[config.mk]
export PLATFORM = sky130hd
export DESIGN_NAME = multi_source_heartbeat_monitor_core_flat
export DESIGN_NICKNAME = d
export VERILOG_FILES = /design/src/design/mshm_pkg.sv /design/src/design/mshm_intf.sv /design/src/design/mshm_datapath.sv /design/src/design/mshm_ctrl.sv /design/src/design/multi_source_heartbeat_monitor_core.sv /design/src/flat_wrapper.sv
export SDC_FILE = /design/constraint.sdc
export NUM_CORES = 2
export LEC_CHECK = 0
export BUFFER_PORTS_ARGS = -buffer_cell sky130_fd_sc_hd__buf_2
export CAP_MARGIN = 20
export CELL_PAD_IN_SITES_DETAIL_PLACEMENT = 1
export CELL_PAD_IN_SITES_GLOBAL_PLACEMENT = 2
export CORE_MARGIN = 3
export CORE_UTILIZATION = 43
export CTS_CLUSTER_SIZE = 30
export DETAILED_ROUTE_END_ITERATION = 16
export PLACE_DENSITY = 0.79
export SLEW_MARGIN = 5
export SYNTH_ARGS = -nofsm -noshare
export SYNTH_HDL_FRONTEND = slang
export SYNTH_SLANG_ARGS = --single-unit
export TNS_END_PERCENT = 30
[constraint.sdc]
create_clock -name i_clk -period 12.6 [get_ports i_clk]
set_clock_uncertainty 0.1 [all_clocks]
set_input_delay 1.26 -clock i_clk [delete_from_list [all_inputs] [get_ports i_clk]]
set_output_delay 1.26 -clock i_clk [all_outputs]
set_load 0.01 [all_outputs]
[src/design/mshm_pkg.sv]
// shared widths, codes and record types of the heartbeat monitor
package mshm_pkg;

    localparam int NUM_SOURCES_DEF   = 16;
    localparam int MAX_FAULT_REPORTS = 16;

    localparam int KIND_W   = 3;
    localparam int ID_W     = 4;
    localparam int PERIOD_W = 24;
    localparam int TIME_W   = 32;
    localparam int CNT_W    = 32;
    localparam int STATUS_W = 2;

    typedef enum logic [KIND_W-1:0] {
        K_REGISTER = 3'd0,
        K_KICK     = 3'd1,
        K_SET_BUSY = 3'd2,
        K_QUERY    = 3'd3,
        K_TICK     = 3'd4,
        K_SWEEP    = 3'd5
    } t_kind;

    typedef enum logic [STATUS_W-1:0] {
        ST_OK        = 2'd0,
        ST_FULL      = 2'd1,
        ST_NO_SOURCE = 2'd2
    } t_status;

    typedef struct packed {
        logic [KIND_W-1:0]   kind;
        logic [ID_W-1:0]     source_id;
        logic [PERIOD_W-1:0] new_period;
        logic                busy_value;
    } t_item;

    typedef struct packed {
        logic [PERIOD_W-1:0] period;
        logic [TIME_W-1:0]   kick_time;
        logic                busy;
        logic                stale;
        logic [CNT_W-1:0]    episodes;
    } t_slot_rec;

    typedef struct packed {
        t_status             status;
        logic [ID_W-1:0]     slot;
        logic [PERIOD_W-1:0] period_out;
        logic [TIME_W-1:0]   age;
        logic                busy_out;
        logic                stale_out;
        logic [CNT_W-1:0]    episode_count;
        logic                fault_report;
        logic                all_fresh;
        logic                feed_watchdog;
        logic [CNT_W-1:0]    fault_total;
        logic                last;
    } t_result;

    typedef struct packed {
        logic latch;
        logic tick;
        logic rd_id;
        logic rd_idx;
        logic idx_inc;
        logic item_wr;
        logic reg_emit;
        logic query_emit;
        logic sw_eval;
        logic sum_emit;
    } t_dp_cmd;

    typedef struct packed {
        logic idx_used;
        logic idx_last;
        logic sw_new;
        logic rep_room;
        logic out_free;
    } t_dp_stat;

endpackage

[src/design/mshm_intf.sv]
// request, result and configuration channels of the heartbeat monitor
interface mshm_req_if;
    logic                              valid;
    logic                              ready;
    logic [mshm_pkg::KIND_W-1:0]       kind;
    logic [mshm_pkg::ID_W-1:0]         source_id;
    logic [mshm_pkg::PERIOD_W-1:0]     new_period;
    logic                              busy_value;

    modport source (output valid, kind, source_id, new_period, busy_value, input ready);
    modport sink   (input valid, kind, source_id, new_period, busy_value, output ready);
endinterface

interface mshm_rsp_if;
    logic                              valid;
    logic                              ready;
    logic [mshm_pkg::STATUS_W-1:0]     status;
    logic [mshm_pkg::ID_W-1:0]         slot;
    logic [mshm_pkg::PERIOD_W-1:0]     period_out;
    logic [mshm_pkg::TIME_W-1:0]       age;
    logic                              busy_out;
    logic                              stale_out;
    logic [mshm_pkg::CNT_W-1:0]        episode_count;
    logic                              fault_report;
    logic                              all_fresh;
    logic                              feed_watchdog;
    logic [mshm_pkg::CNT_W-1:0]        fault_total;
    logic                              last;

    modport source (output valid, status, slot, period_out, age, busy_out, stale_out,
                    episode_count, fault_report, all_fresh, feed_watchdog, fault_total,
                    last, input ready);
    modport sink   (input valid, status, slot, period_out, age, busy_out, stale_out,
                    episode_count, fault_report, all_fresh, feed_watchdog, fault_total,
                    last, output ready);
endinterface

interface mshm_cfg_if;
    logic valid;
    logic ready;
    logic watchdog_armed;

    modport source (output valid, watchdog_armed, input ready);
    modport sink   (input valid, watchdog_armed, output ready);
endinterface

[src/design/mshm_datapath.sv]
// slot memory, counters, staleness compare and result register
module mshm_datapath #(
    parameter int NUM_SOURCES = mshm_pkg::NUM_SOURCES_DEF
) (
    input  logic                i_clk,
    input  logic                i_rst_n,
    input  mshm_pkg::t_item     i_item,
    input  logic                i_cfg_we,
    input  logic                i_cfg_armed,
    input  mshm_pkg::t_dp_cmd   i_cmd,
    output mshm_pkg::t_dp_stat  o_stat,
    input  logic                i_out_ready,
    output logic                o_out_valid,
    output mshm_pkg::t_result   o_out
);

    localparam int IDX_W = (NUM_SOURCES > 1) ? $clog2(NUM_SOURCES) : 1;
    localparam int REP_W = $clog2(mshm_pkg::MAX_FAULT_REPORTS + 1);

    mshm_pkg::t_slot_rec              r_mem [NUM_SOURCES];
    mshm_pkg::t_slot_rec              r_rd;
    mshm_pkg::t_item                  r_item;
    mshm_pkg::t_result                r_out;
    logic [NUM_SOURCES-1:0]           r_used;
    logic [IDX_W-1:0]                 r_idx;
    logic [mshm_pkg::TIME_W-1:0]      r_uptime;
    logic [mshm_pkg::CNT_W-1:0]       r_total;
    logic                             r_armed;
    logic                             r_fresh;
    logic [REP_W-1:0]                 r_nrep;
    logic                             r_out_valid;

    logic [mshm_pkg::CNT_W-1:0]       n_total;
    mshm_pkg::t_result                n_res;
    logic                             n_emit;

    logic [IDX_W-1:0]                 id_addr;
    logic                             id_ok;
    logic                             id_used;
    logic                             idx_used;
    logic [mshm_pkg::TIME_W-1:0]      age;
    logic                             sw_hit;
    logic                             sw_new;
    logic                             rep_room;
    logic                             fault_emit;
    logic                             wr_en;
    logic [IDX_W-1:0]                 wr_addr;
    logic [IDX_W-1:0]                 rd_addr;
    mshm_pkg::t_slot_rec              wr_rec;

    assign id_addr    = IDX_W'(r_item.source_id);
    assign id_ok      = (int'(r_item.source_id) < NUM_SOURCES);
    assign id_used    = id_ok && r_used[id_addr];
    assign idx_used   = r_used[r_idx];
    assign age        = r_uptime - r_rd.kick_time;
    assign sw_hit     = idx_used && r_rd.busy && (age > mshm_pkg::TIME_W'(r_rd.period));
    assign sw_new     = sw_hit && !r_rd.stale;
    assign rep_room   = (r_nrep < REP_W'(mshm_pkg::MAX_FAULT_REPORTS));
    assign fault_emit = i_cmd.sw_eval && sw_new && rep_room;
    assign rd_addr    = i_cmd.rd_id ? id_addr : r_idx;
    assign n_total    = r_total + mshm_pkg::CNT_W'(i_cmd.sw_eval && sw_new);
    assign n_emit     = i_cmd.reg_emit || i_cmd.query_emit || fault_emit || i_cmd.sum_emit;

    assign o_stat.idx_used = idx_used;
    assign o_stat.idx_last = (r_idx == IDX_W'(NUM_SOURCES - 1));
    assign o_stat.sw_new   = sw_new;
    assign o_stat.rep_room = rep_room;
    assign o_stat.out_free = !r_out_valid || i_out_ready;

    assign o_out_valid = r_out_valid;
    assign o_out       = r_out;

    // slot record update
    always_comb begin
        wr_en   = 1'b0;
        wr_addr = r_idx;
        wr_rec  = r_rd;
        if (i_cmd.item_wr) begin
            wr_addr = id_addr;
            wr_en   = id_ok;
            if (r_item.kind == mshm_pkg::K_KICK) begin
                wr_rec.kick_time = r_uptime;
                wr_rec.stale     = 1'b0;
            end else begin
                wr_rec.busy = r_item.busy_value;
                if (r_item.busy_value) begin
                    wr_rec.kick_time = r_uptime;
                end
            end
        end else if (i_cmd.reg_emit) begin
            wr_en            = !idx_used;
            wr_rec.period    = r_item.new_period;
            wr_rec.kick_time = r_uptime;
            wr_rec.busy      = 1'b1;
            wr_rec.stale     = 1'b0;
            wr_rec.episodes  = '0;
        end else if (i_cmd.sw_eval) begin
            wr_en           = sw_new;
            wr_rec.stale    = 1'b1;
            wr_rec.episodes = r_rd.episodes + 1'b1;
        end
    end

    // result formation
    always_comb begin
        n_res             = '0;
        n_res.status      = mshm_pkg::ST_OK;
        n_res.fault_total = n_total;
        if (i_cmd.reg_emit) begin
            n_res.last = 1'b1;
            if (idx_used) begin
                n_res.status = mshm_pkg::ST_FULL;
            end else begin
                n_res.slot       = mshm_pkg::ID_W'(r_idx);
                n_res.period_out = r_item.new_period;
                n_res.busy_out   = 1'b1;
            end
        end else if (i_cmd.query_emit) begin
            n_res.last = 1'b1;
            if (id_used) begin
                n_res.slot          = r_item.source_id;
                n_res.period_out    = r_rd.period;
                n_res.age           = age;
                n_res.busy_out      = r_rd.busy;
                n_res.stale_out     = r_rd.stale;
                n_res.episode_count = r_rd.episodes;
            end else begin
                n_res.status = mshm_pkg::ST_NO_SOURCE;
            end
        end else if (i_cmd.sw_eval) begin
            n_res.slot          = mshm_pkg::ID_W'(r_idx);
            n_res.period_out    = r_rd.period;
            n_res.age           = age;
            n_res.busy_out      = 1'b1;
            n_res.stale_out     = 1'b1;
            n_res.episode_count = r_rd.episodes + 1'b1;
            n_res.fault_report  = 1'b1;
        end else if (i_cmd.sum_emit) begin
            n_res.all_fresh     = r_fresh;
            n_res.feed_watchdog = r_fresh && r_armed;
            n_res.last          = 1'b1;
        end
    end

    always_ff @(posedge i_clk) begin
        if (!i_rst_n) begin
            r_used      <= '0;
            r_idx       <= '0;
            r_uptime    <= '0;
            r_total     <= '0;
            r_armed     <= 1'b0;
            r_fresh     <= 1'b1;
            r_nrep      <= '0;
            r_out_valid <= 1'b0;
        end else begin
            if (i_cfg_we) begin
                r_armed <= i_cfg_armed;
            end
            if (i_cmd.tick) begin
                r_uptime <= r_uptime + 1'b1;
            end
            r_total <= n_total;
            if (i_cmd.reg_emit && !idx_used) begin
                r_used[r_idx] <= 1'b1;
            end
            if (i_cmd.latch) begin
                r_idx   <= '0;
                r_fresh <= 1'b1;
                r_nrep  <= '0;
            end else if (i_cmd.idx_inc) begin
                r_idx <= r_idx + 1'b1;
            end
            if (i_cmd.sw_eval && sw_hit) begin
                r_fresh <= 1'b0;
            end
            if (fault_emit) begin
                r_nrep <= r_nrep + 1'b1;
            end
            if (n_emit) begin
                r_out_valid <= 1'b1;
            end else if (i_out_ready) begin
                r_out_valid <= 1'b0;
            end
        end
    end

    always_ff @(posedge i_clk) begin
        if (i_cmd.latch) begin
            r_item <= i_item;
        end
        if (n_emit) begin
            r_out <= n_res;
        end
    end

    // slot memory, one write and one registered read a cycle
    always_ff @(posedge i_clk) begin
        if (wr_en) begin
            r_mem[wr_addr] <= wr_rec;
        end
        if (i_cmd.rd_id || i_cmd.rd_idx) begin
            r_rd <= r_mem[rd_addr];
        end
    end

endmodule

[src/design/mshm_ctrl.sv]
// sequencer for register scan, read-modify-write, query and check sweep
module mshm_ctrl (
    input  logic                          i_clk,
    input  logic                          i_rst_n,
    input  logic                          i_req_valid,
    input  logic [mshm_pkg::KIND_W-1:0]   i_req_kind,
    output logic                          o_req_ready,
    input  mshm_pkg::t_dp_stat            i_stat,
    output mshm_pkg::t_dp_cmd             o_cmd
);

    typedef enum logic [3:0] {
        S_IDLE,
        S_REG_SCAN,
        S_REG_EMIT,
        S_RMW_RD,
        S_RMW_WR,
        S_Q_RD,
        S_Q_EMIT,
        S_SW_RD,
        S_SW_EVAL,
        S_SW_SUM
    } t_state;

    t_state r_state;
    t_state n_state;

    always_ff @(posedge i_clk) begin
        if (!i_rst_n) begin
            r_state <= S_IDLE;
        end else begin
            r_state <= n_state;
        end
    end

    always_comb begin
        n_state     = r_state;
        o_cmd       = '0;
        o_req_ready = 1'b0;
        unique case (r_state)
            S_IDLE: begin
                o_req_ready = 1'b1;
                if (i_req_valid) begin
                    o_cmd.latch = 1'b1;
                    unique case (mshm_pkg::t_kind'(i_req_kind))
                        mshm_pkg::K_REGISTER: n_state = S_REG_SCAN;
                        mshm_pkg::K_KICK,
                        mshm_pkg::K_SET_BUSY: n_state = S_RMW_RD;
                        mshm_pkg::K_QUERY:    n_state = S_Q_RD;
                        mshm_pkg::K_TICK:     o_cmd.tick = 1'b1;
                        mshm_pkg::K_SWEEP:    n_state = S_SW_RD;
                        default:              n_state = S_IDLE;
                    endcase
                end
            end
            S_REG_SCAN: begin
                if (!i_stat.idx_used || i_stat.idx_last) begin
                    n_state = S_REG_EMIT;
                end else begin
                    o_cmd.idx_inc = 1'b1;
                end
            end
            S_REG_EMIT: begin
                if (i_stat.out_free) begin
                    o_cmd.reg_emit = 1'b1;
                    n_state        = S_IDLE;
                end
            end
            S_RMW_RD: begin
                o_cmd.rd_id = 1'b1;
                n_state     = S_RMW_WR;
            end
            S_RMW_WR: begin
                o_cmd.item_wr = 1'b1;
                n_state       = S_IDLE;
            end
            S_Q_RD: begin
                o_cmd.rd_id = 1'b1;
                n_state     = S_Q_EMIT;
            end
            S_Q_EMIT: begin
                if (i_stat.out_free) begin
                    o_cmd.query_emit = 1'b1;
                    n_state          = S_IDLE;
                end
            end
            S_SW_RD: begin
                o_cmd.rd_idx = 1'b1;
                n_state      = S_SW_EVAL;
            end
            S_SW_EVAL: begin
                // hold while a fault request waits for the result register
                if (!(i_stat.sw_new && i_stat.rep_room && !i_stat.out_free)) begin
                    o_cmd.sw_eval = 1'b1;
                    if (i_stat.idx_last) begin
                        n_state = S_SW_SUM;
                    end else begin
                        o_cmd.idx_inc = 1'b1;
                        n_state       = S_SW_RD;
                    end
                end
            end
            S_SW_SUM: begin
                if (i_stat.out_free) begin
                    o_cmd.sum_emit = 1'b1;
                    n_state        = S_IDLE;
                end
            end
            default: n_state = S_IDLE;
        endcase
    end

endmodule

[src/design/multi_source_heartbeat_monitor_core.sv]
// top level of the multi-source heartbeat monitor
// Heartbeat monitor for up to NUM_SOURCES software sources, one request at a
// time. Slot records sit in a memory with a registered read, and each request
// walks it one slot access at a time: a tick advances the uptime, a kick or
// set-busy reads the slot and writes it back, a query reads the slot and
// emits its result, a register scans past each occupied slot ahead of the
// first free one and emits, and a check sweep reads and evaluates each slot,
// reporting new faults, then emits a summary. A step that emits a result
// waits while the consumer still holds the result register. A result waiting
// to be taken does not block the next request. The watchdog_armed register
// may be written at any time and takes effect on the next sweep summary.
module multi_source_heartbeat_monitor_core #(
    parameter int NUM_SOURCES = mshm_pkg::NUM_SOURCES_DEF
) (
    input  logic        i_clk,
    input  logic        i_rst_n,
    mshm_req_if.sink    i_req,
    mshm_rsp_if.source  o_rsp,
    mshm_cfg_if.sink    i_cfg
);

    mshm_pkg::t_item     w_item;
    mshm_pkg::t_dp_cmd   w_cmd;
    mshm_pkg::t_dp_stat  w_stat;
    mshm_pkg::t_result   w_out;
    logic                w_out_valid;
    logic                w_req_ready;

    assign w_item.kind       = i_req.kind;
    assign w_item.source_id  = i_req.source_id;
    assign w_item.new_period = i_req.new_period;
    assign w_item.busy_value = i_req.busy_value;

    assign i_req.ready = w_req_ready;
    assign i_cfg.ready = 1'b1;

    mshm_ctrl u_ctrl (
        .i_clk       (i_clk),
        .i_rst_n     (i_rst_n),
        .i_req_valid (i_req.valid),
        .i_req_kind  (i_req.kind),
        .o_req_ready (w_req_ready),
        .i_stat      (w_stat),
        .o_cmd       (w_cmd)
    );

    mshm_datapath #(
        .NUM_SOURCES (NUM_SOURCES)
    ) u_datapath (
        .i_clk       (i_clk),
        .i_rst_n     (i_rst_n),
        .i_item      (w_item),
        .i_cfg_we    (i_cfg.valid),
        .i_cfg_armed (i_cfg.watchdog_armed),
        .i_cmd       (w_cmd),
        .o_stat      (w_stat),
        .i_out_ready (o_rsp.ready),
        .o_out_valid (w_out_valid),
        .o_out       (w_out)
    );

    assign o_rsp.valid         = w_out_valid;
    assign o_rsp.status        = w_out.status;
    assign o_rsp.slot          = w_out.slot;
    assign o_rsp.period_out    = w_out.period_out;
    assign o_rsp.age           = w_out.age;
    assign o_rsp.busy_out      = w_out.busy_out;
    assign o_rsp.stale_out     = w_out.stale_out;
    assign o_rsp.episode_count = w_out.episode_count;
    assign o_rsp.fault_report  = w_out.fault_report;
    assign o_rsp.all_fresh     = w_out.all_fresh;
    assign o_rsp.feed_watchdog = w_out.feed_watchdog;
    assign o_rsp.fault_total   = w_out.fault_total;
    assign o_rsp.last          = w_out.last;

endmodule

[src/flat_wrapper.sv]
// flat-port wrapper written by rule: the top's interface ports become plain ports
module multi_source_heartbeat_monitor_core_flat 
#(
    parameter int NUM_SOURCES = mshm_pkg::NUM_SOURCES_DEF
)
  (i_clk, i_rst_n, i_req_valid, i_req_kind, i_req_source_id, i_req_new_period, i_req_busy_value, i_req_ready, o_rsp_valid, o_rsp_status, o_rsp_slot, o_rsp_period_out, o_rsp_age, o_rsp_busy_out, o_rsp_stale_out, o_rsp_episode_count, o_rsp_fault_report, o_rsp_all_fresh, o_rsp_feed_watchdog, o_rsp_fault_total, o_rsp_last, o_rsp_ready, i_cfg_valid, i_cfg_watchdog_armed, i_cfg_ready);
  mshm_req_if i_req_i ();
  mshm_rsp_if o_rsp_i ();
  mshm_cfg_if i_cfg_i ();
  input  logic i_clk;
  input  logic i_rst_n;
  input wire logic [$bits(i_req_i.valid)-1:0] i_req_valid;
  input wire logic [$bits(i_req_i.kind)-1:0] i_req_kind;
  input wire logic [$bits(i_req_i.source_id)-1:0] i_req_source_id;
  input wire logic [$bits(i_req_i.new_period)-1:0] i_req_new_period;
  input wire logic [$bits(i_req_i.busy_value)-1:0] i_req_busy_value;
  output wire logic [$bits(i_req_i.ready)-1:0] i_req_ready;
  output wire logic [$bits(o_rsp_i.valid)-1:0] o_rsp_valid;
  output wire logic [$bits(o_rsp_i.status)-1:0] o_rsp_status;
  output wire logic [$bits(o_rsp_i.slot)-1:0] o_rsp_slot;
  output wire logic [$bits(o_rsp_i.period_out)-1:0] o_rsp_period_out;
  output wire logic [$bits(o_rsp_i.age)-1:0] o_rsp_age;
  output wire logic [$bits(o_rsp_i.busy_out)-1:0] o_rsp_busy_out;
  output wire logic [$bits(o_rsp_i.stale_out)-1:0] o_rsp_stale_out;
  output wire logic [$bits(o_rsp_i.episode_count)-1:0] o_rsp_episode_count;
  output wire logic [$bits(o_rsp_i.fault_report)-1:0] o_rsp_fault_report;
  output wire logic [$bits(o_rsp_i.all_fresh)-1:0] o_rsp_all_fresh;
  output wire logic [$bits(o_rsp_i.feed_watchdog)-1:0] o_rsp_feed_watchdog;
  output wire logic [$bits(o_rsp_i.fault_total)-1:0] o_rsp_fault_total;
  output wire logic [$bits(o_rsp_i.last)-1:0] o_rsp_last;
  input wire logic [$bits(o_rsp_i.ready)-1:0] o_rsp_ready;
  input wire logic [$bits(i_cfg_i.valid)-1:0] i_cfg_valid;
  input wire logic [$bits(i_cfg_i.watchdog_armed)-1:0] i_cfg_watchdog_armed;
  output wire logic [$bits(i_cfg_i.ready)-1:0] i_cfg_ready;
  assign i_req_i.valid = i_req_valid;
  assign i_req_i.kind = i_req_kind;
  assign i_req_i.source_id = i_req_source_id;
  assign i_req_i.new_period = i_req_new_period;
  assign i_req_i.busy_value = i_req_busy_value;
  assign i_req_ready = i_req_i.ready;
  assign o_rsp_valid = o_rsp_i.valid;
  assign o_rsp_status = o_rsp_i.status;
  assign o_rsp_slot = o_rsp_i.slot;
  assign o_rsp_period_out = o_rsp_i.period_out;
  assign o_rsp_age = o_rsp_i.age;
  assign o_rsp_busy_out = o_rsp_i.busy_out;
  assign o_rsp_stale_out = o_rsp_i.stale_out;
  assign o_rsp_episode_count = o_rsp_i.episode_count;
  assign o_rsp_fault_report = o_rsp_i.fault_report;
  assign o_rsp_all_fresh = o_rsp_i.all_fresh;
  assign o_rsp_feed_watchdog = o_rsp_i.feed_watchdog;
  assign o_rsp_fault_total = o_rsp_i.fault_total;
  assign o_rsp_last = o_rsp_i.last;
  assign o_rsp_i.ready = o_rsp_ready;
  assign i_cfg_i.valid = i_cfg_valid;
  assign i_cfg_i.watchdog_armed = i_cfg_watchdog_armed;
  assign i_cfg_ready = i_cfg_i.ready;
  multi_source_heartbeat_monitor_core #(.NUM_SOURCES(NUM_SOURCES)) u_core (.i_clk(i_clk), .i_rst_n(i_rst_n), .i_req(i_req_i), .o_rsp(o_rsp_i), .i_cfg(i_cfg_i));
endmodule
# Yosys cells after proc, flatten, opt, wreduce, memory -nomap -nowiden
# Memory sizes are Yosys's and may differ from the RTL's. A register that Yosys moved wholly into a read port is not among the register bits.
# Cells that the tools add are included.
[word_totals]
register_bits = 260
latchBits = 0
mem_bits_rw = 1440
rom_bits = 0
inputBits = 38
memories = 1
[memory_table]
columns = ["memory", "words", "word_bits", "read_ports", "rd_ports_with_merged_regs", "write_ports", "line", "source"]
rows = [
  ["u_core.u_datapath.r_mem", 16, 90, 1, 1, 1, "mshm_datapath.sv:20", "mshm_pkg::t_slot_rec r_mem [NUM_SOURCES];"],
]
[op_classes]
addsub = 6
multipliers = 0
div = 0
n_lt_le_gt_ge = 5
n_eq_ne = 21
n_shift = 0
muxes = 65
bitwise_logic = 3
reduce_logical = 33
[op_table]
columns = ["operator", "count"]
rows = [
  ["94-bit two-way mux", 2],
  ["32-bit two-way mux", 3],
  ["95-bit two-way mux", 1],
  ["33-bit two-way mux", 2],
  ["32-bit by 1-bit adder with 32-bit output, second input constant", 2],
  ["57-bit two-way mux", 1],
  ["34-bit two-way mux", 1],
  ["1-bit two-way mux", 33],
  ["32-bit by 1-bit adder with 32-bit output", 1],
  ["32-bit by 24-bit greater-than comparator with 1-bit output", 1],
  ["32-bit subtractor", 1],
  ["30-bit two-way mux", 1],
  ["28-bit two-way mux", 1],
  ["4-bit two-way mux", 7],
  ["4-bit one-hot mux with 7 select lines", 1],
  ["24-bit two-way mux", 1],
  ["4-bit one-hot mux with 5 select lines", 1],
  ["4-bit by 3-bit == test with 1-bit output, second input constant", 4],
  ["16-bit bitwise OR", 1],
  ["4-bit == test, second input constant", 3],
  ["1-bit logical AND", 11],
  ["4-bit by 5-bit < comparator with 1-bit output, second input constant", 2],
  ["5-bit two-way mux", 2],
  ["1-bit binary-select mux with 4-bit select", 2],
  ["24 further kinds", 48],
]

# Depth between registers and ports, before layout
[depth]
word_depth = 14
depth_mapped = 29

# Hierarchy
# A second synthesis with hierarchy kept.
[hier_totals]
hier_cells = 4231
hier_area_um2 = 72844.9
[by_module_without_submodules]
columns = ["mod", "n_inst", "cells_per_inst", "area_each_um2", "seq_area_each_um2"]
rows = [
  ["mshm_datapath", 1, 4167, 72354.4, 52710.6],
  ["mshm_ctrl", 1, 62, 479.2, 80.1],
  ["multi_source_heartbeat_monitor_core", 1, 2, 11.3, 0.0],
]

# Worst setup path before layout
# No wires, ideal clock.
[synth_path]
path_type = "register to register"
startpoint = "reg u_core.u_datapath.r_uptime[0] (netlist bit)"
endpoint = "mem u_core.u_datapath.r_mem[12][0] (netlist bit), enable pin"
setup_time_ns = 0.761
t_arrival_ns = 12.539
path_slack_ns = -0.800
path_stages_with_launch = 22
period_less_slack_ns = 13.400
cell_sequence = "dfxtp_1 -> inv_1 -> ha_1 -> inv_1 -> fa_1 -> a21o_1 -> a221oi_4 -> a2bb2oi_1 -> and2_1 -> xnor2_1 -> ha_1 -> nand4_1 -> nor4_1 -> a21boi_0 -> o311a_1 -> nor4_1 -> o22ai_1 -> a2111oi_2 -> and4_1 -> nor2_1 -> nor2_1 -> nor4_1"
[synth_between]
elab_chain_len = 13
[synth_rtl]
columns = ["element", "line", "source"]
rows = [
  ["start, declared", "mshm_datapath.sv:26", "logic [mshm_pkg::TIME_W-1:0] r_uptime;"],
  ["start signal, assigned", "mshm_datapath.sv:160", "r_uptime <= r_uptime + 1'b1;"],
  ["32-bit subtractor *", "mshm_datapath.sv:55", "assign age = r_uptime - r_rd.kick_time;"],
  ["32-bit by 24-bit greater-than comparator with 1-bit output *", "mshm_datapath.sv:56", "assign sw_hit = idx_used && r_rd.busy && (age > mshm_pkg::TIME_W'(r_rd.period));"],
  ["1-bit logical AND *", "mshm_datapath.sv:56", ""],
  ["1-bit logical AND *", "mshm_datapath.sv:57", "assign sw_new = sw_hit && !r_rd.stale;"],
  ["1-bit logical AND (2 in series)", "mshm_ctrl.sv:93", "if (!(i_stat.sw_new && i_stat.rep_room && !i_stat.out_free)) begin"],
  ["1-bit two-way mux", "mshm_ctrl.sv:93", ""],
  ["1-bit two-way mux", "mshm_ctrl.sv:40", "unique case (r_state)"],
  ["1-bit two-way mux *", "mshm_datapath.sv:97", "end else if (i_cmd.sw_eval) begin"],
  ["1-bit two-way mux *", "mshm_datapath.sv:90", "end else if (i_cmd.reg_emit) begin"],
  ["1-bit two-way mux *", "mshm_datapath.sv:78", "if (i_cmd.item_wr) begin"],
  ["1-bit two-way mux *", "mshm_datapath.sv:198", "if (wr_en) begin"],
  ["1-bit two-way mux (not written as such) *", "mshm_datapath.sv:199", "r_mem[wr_addr] <= wr_rec;"],
  ["end, declared", "mshm_datapath.sv:20", ""],
]
# Every way passes the cells marked *; elsewhere a longest branch is shown, timed or not.

# Final worst setup path
[layout_path]
startpoint = "reg u_core.u_datapath.r_uptime[0] (netlist bit)"
endpoint = "reg u_core.u_datapath.r_out, in the netlist u_core.u_datapath.o_out[24], enable pin"
[layout_between]
elab_chain_len = 12
[layout_rtl]
columns = ["element", "line", "source"]
rows = [
  ["32-bit subtractor *", "mshm_datapath.sv:55", ""],
  ["32-bit by 24-bit greater-than comparator with 1-bit output *", "mshm_datapath.sv:56", ""],
  ["1-bit logical AND *", "mshm_datapath.sv:56", ""],
  ["1-bit logical AND *", "mshm_datapath.sv:57", ""],
  ["1-bit logical AND (2 in series)", "mshm_ctrl.sv:93", ""],
  ["1-bit two-way mux", "mshm_ctrl.sv:93", ""],
  ["1-bit two-way mux", "mshm_ctrl.sv:40", ""],
  ["1-bit logical AND * (2 in series)", "mshm_datapath.sv:59", "assign fault_emit = i_cmd.sw_eval && sw_new && rep_room;"],
  ["1-bit logical OR * (2 in series)", "mshm_datapath.sv:62", "assign n_emit = i_cmd.reg_emit || i_cmd.query_emit || fault_emit || i_cmd.sum_emit;"],
  ["via u_core.u_datapath.n_emit", "mshm_datapath.sv:35", "logic n_emit;"],
  ["end signal, assigned", "mshm_datapath.sv:192", "r_out <= n_res;"],
  ["end, declared", "mshm_datapath.sv:23", "mshm_pkg::t_result r_out;"],
]
# The timed path passes the listed nets; every way through them passes the cells marked *.
# A chain may end at the register's enable or synchronous reset.

==> impl_results.md <==
- Met3 Resource Use GR: 3.26%
- CTS tree: built
- R2R setup slack: ~4900 ps
- Layout Nets: between 4,000 and 5,000
- Total number of vias: 39,600
- Reg2reg start: u_core.u_datapath.r_uptime[0]$_SDFFE_PN0P_
- VDD IR max: 137 uV
- Worst R2R End: u_core.u_datapath.o_out[24]$_DFFE_PP_
- Chip Width: approximately 410 um
- Post-synthesis sequential area ratio: around three quarters
- Prevailing post-synth register cell: edfxtp_1
- Antenna violations before repair: 2
- Yosys cell types: between 60 and 70
- Fmax: 131 MHz
- Met1 Usage GRT: between 30 and 40%
- Area Growth Syn to Fin: 14.0%
- Port bufs: between 150 and 200
- Post_cts resized: 0
- Vias in the first global route: between 40,000 and 50,000
- Die area: roughly 0.17 mm^2
- Most frequent cells in the layout: edfxtp_1 (1,694), mux4_2 (370), nand2_1 (368)
- First-pass GRT wire length: between 200,000 and 300,000 um
- Worst Setup End Kind: flip-flop
- Clock sinks: between 1,500 and 2,000
- Clk_lat worst skew: 830 ps
- Layout Cells excl Fill: roughly 6,700
- Yosys reg bits: ~1,800
- GRT Total Usage: roughly 23%
- Syn Nets: between 4,000 and 5,000
- Final Hold Viols: 0
- Leading cell type in the layout, fill and taps excluded: edfxtp_1
- Psw: about 3400 uW
- Post-DP HPWL: ~110,000 um
- Req. time, crit path: roughly 13,000 ps
- Num CTS Buffers: ~190
- Clock power frac: around two fifths
- Core footprint: around 0.17 mm^2
- Rows: ~150
- Sw Share: between 20% and 30%
- Cell Int Power: between 10,000 and 15,000 uW
- Startpoint types: flip-flop
- Setup CP Type: reg2reg
- Root Buffer: clkbuf_16
- Hold crit path type: reg2reg
- GRT met2 Usage: 39.5%
- DR iter-0 viols: between 4,000 and 5,000
- Fin crit period: roughly 7700 ps
- Status: finished clean
- Mapped Area: 0.0718 mm^2
- Grt ovf: 0
- Clock Path Buffers: 3
- Post-CTS Hold Buffers: 0
- Critical path origin: u_core.u_datapath.r_uptime[0]$_SDFFE_PN0P_
- Routed Antenna Nets: 0
- Crit-path slowest cell: nand2b_4
- Postcts setup bufs: 0
- Fraction of registers with async set/reset: 0%
- Combinational power share: a little over a tenth
- Worst-path clk slew: 60 ps
- Drt total wl: approximately 200,000 um
- Max-Slew Margin vs Limit: approximately a fifth
- Leakage: roughly 0.027 uW
- # IOs: 173
- Ys Warns: 0
- Bufs and invs on worst path: 4
- Drt wl/cell: approximately 29 um
- Pre-antenna DRT Iters: 6
- DR vias/cell: slightly below 6
- Max capacitance violation total: 0
- CP arrival: about 8000 ps
- Avg Cell Area, Syn: between 15 and 20 um^2
- WHS Path Cells: 2
- Slew Viols, Final: 0
- Crit-path cells: inv_1 > ha_1 > inv_1 > fa_1 > a21o_1 > a221oi_4 > a2bb2oi_1 > and2_1 > xnor2_1 > ha_1 > nand4_1 > nor4_1 > a21boi_0 > o311a_1 > nor4_1 > o22ai_1 > a2111oi_2 > and4_1 > nand4b_1 > nand2b_4 > buf_4 > buf_4
- Pwr/cell area: between 150 and 200 mW/mm^2
- Number of setup violations in the final report: 0
- Largest net degree at the start of global routing: 139
- R2r worst-path depth: 22
- Die Y-Extent: about 410 um
- Reg power frac: around half
- Finished Core Util: approximately half
- Drc violations: 0
- WHS Endpoint: u_core.u_datapath.r_used[10]$_SDFFE_PN0P_
- Synth Instances: 4,076
- Share of cells above drive strength 1: around 22%
- Inst Count DP: 6,342
- Layer with the highest usage: met2
- Critical hold path startpoint: u_core.u_datapath.r_used[10]$_SDFFE_PN0P_
- H-tree Lvls: 4
- Number of synthesized flops with an enable pin: roughly 1,700
- Slowest stage delay, CP: between 700 and 800 ps
- Initial Utilization: between 40% and 50%
- RSZ-0062 raised after global routing: false
- Global placement routability congestion: slightly above 0.8
- Worst-path fanout max: 55
- Tcrit/Tclk final: between 60% and 70%
- Crit-path leading delay family: simple AND/OR/NAND/NOR gates
- Worst slew pin tran: ~1200 ps
synthesized netlist by cell type (4+ instances only):
master,instances,share of area (%)
a211oi_1,92,0.96
a21o_1,12,0.13
a21oi_1,107,0.75
a22o_1,7,0.085
a31oi_1,123,1.1
a41oi_1,5,0.061
and2_1,155,1.4
and3_1,42,0.37
and4_1,7,0.085
buf_1,35,0.18
buf_2,18,0.13
buf_4,4,0.042
clkbuf_1,158,0.83
dfxtp_1,96,2.7
edfxtp_1,1694,71
ha_1,65,1.1
inv_1,84,0.44
mux2_2,4,0.063
mux2i_1,25,0.35
mux4_2,370,12
nand2_1,369,1.9
nand2b_1,21,0.18
nand3_1,69,0.48
nand4_1,28,0.24
nor2_1,110,0.58
nor2b_1,10,0.087
nor3_1,44,0.31
nor4_1,7,0.061
o211ai_1,13,0.14
o21a_1,6,0.063
o21ai_0,142,0.99
o22ai_1,4,0.035
o31ai_1,5,0.052
or2_2,5,0.044
or3_1,10,0.087
xnor2_1,45,0.55
xor2_1,40,0.49
through the flow:
step | setup TNS, ps | cell area, um^2 | power, uW | hold WS [ps] | setup WS (ps)
floorplan | -143340 | 71800 | 8090 | 348 | -796
detailed placement | 0 | 75800 | 8700 | 375 | 5000
CTS | 0 | 81700 | 14000 | 391 | 4970
global placement | 0 | 75800 | 8630 | 362 | 5230
global route | 0 | 81800 | 14400 | 420 | 4410
finish | 0 | 81800 | 13900 | 390 | 4940
tightest hold or removal path, delay by kind of cell (launching register included):
kind | cells | cell delay [ps]
AO/OA/AOI/OAI | 1 | 50
flip-flops | 1 | 340
AND/OR/NAND/NOR | 1 | 70
flip-flops by register name, indices dropped and copies added (netlist names):
name and count:
u_core.u_datapath.r_fresh 1, u_core.u_datapath.id_addr 4, u_core.u_datapath.o_out_valid 1, u_core.u_datapath.r_rd 90, u_core.u_datapath.o_out 132, u_core.u_datapath.r_uptime 32, u_core.u_datapath.r_item 28, u_core.u_datapath.r_mem 1440
u_core.u_datapath.r_idx 4, u_core.u_datapath.r_total 32, u_core.u_datapath.r_used 16, u_core.u_datapath.r_nrep 5, u_core.u_datapath.r_armed 1, u_core.u_ctrl.r_state 4
layer usage:
metal  up-vias  part of all wire, %  wire [um]
met4         0                  3.2       6320
met3       311                  5.4      10600
met5         -                    0          0
li1      16800                    -          -
met1     21200                   40      79600
met2      1326                   51     101000
area by class of cell:
cell class | instances | area (um^2)
fillers | 15300 | 83500
flip-flops and latches | 1790 | 52800
multi-input cells | 1986 | 18100
clock buffers | 225 | 4860
well taps | 2189 | 2740
repair buffers | 313 | 2080
clock inverters | 118 | 987
inverters | 85 | 319
diodes | 2 | 5.00
how the worst max path moves through the flow:
stage                                                    end  slack [ps]  cells after the start
floorplan           u_core.u_datapath.r_mem[10][0]$_DFFE_PP_        -800                     21
global placement    u_core.u_datapath.r_mem[7][41]$_DFFE_PP_        5230                     24
detailed placement     u_core.u_datapath.o_out[19]$_DFFE_PP_        5000                     22
CTS                    u_core.u_datapath.o_out[21]$_DFFE_PP_        4970                     22
global route           u_core.u_datapath.o_out[30]$_DFFE_PP_        4410                     22
finish                 u_core.u_datapath.o_out[24]$_DFFE_PP_        4940                     22
power by group through the flow:
stage	Clock (uW)	Combinational [uW]	Sequential, uW
global route	5660	1590	7130
finish	5300	1470	7110
detailed placement	0	1450	7240
CTS	5400	1460	7120
floorplan	0	835	7260
global placement	0	1400	7230
logic make-up (layout without fill, tap and decap cells):
logic type,after synthesis,in the layout,synth area share (%)
flops,1790,1790,73.5
xor+xnor,85,85,1.04
mux,400,400,12.0
buf+inv,300,741,1.62
compound gates,543,543,4.67
simple gates,891,891,5.95
other cells,1,3,0.00522
fa+ha+maj,66,66,1.16
No activity file was read; power rests on OpenSTA's default activity.
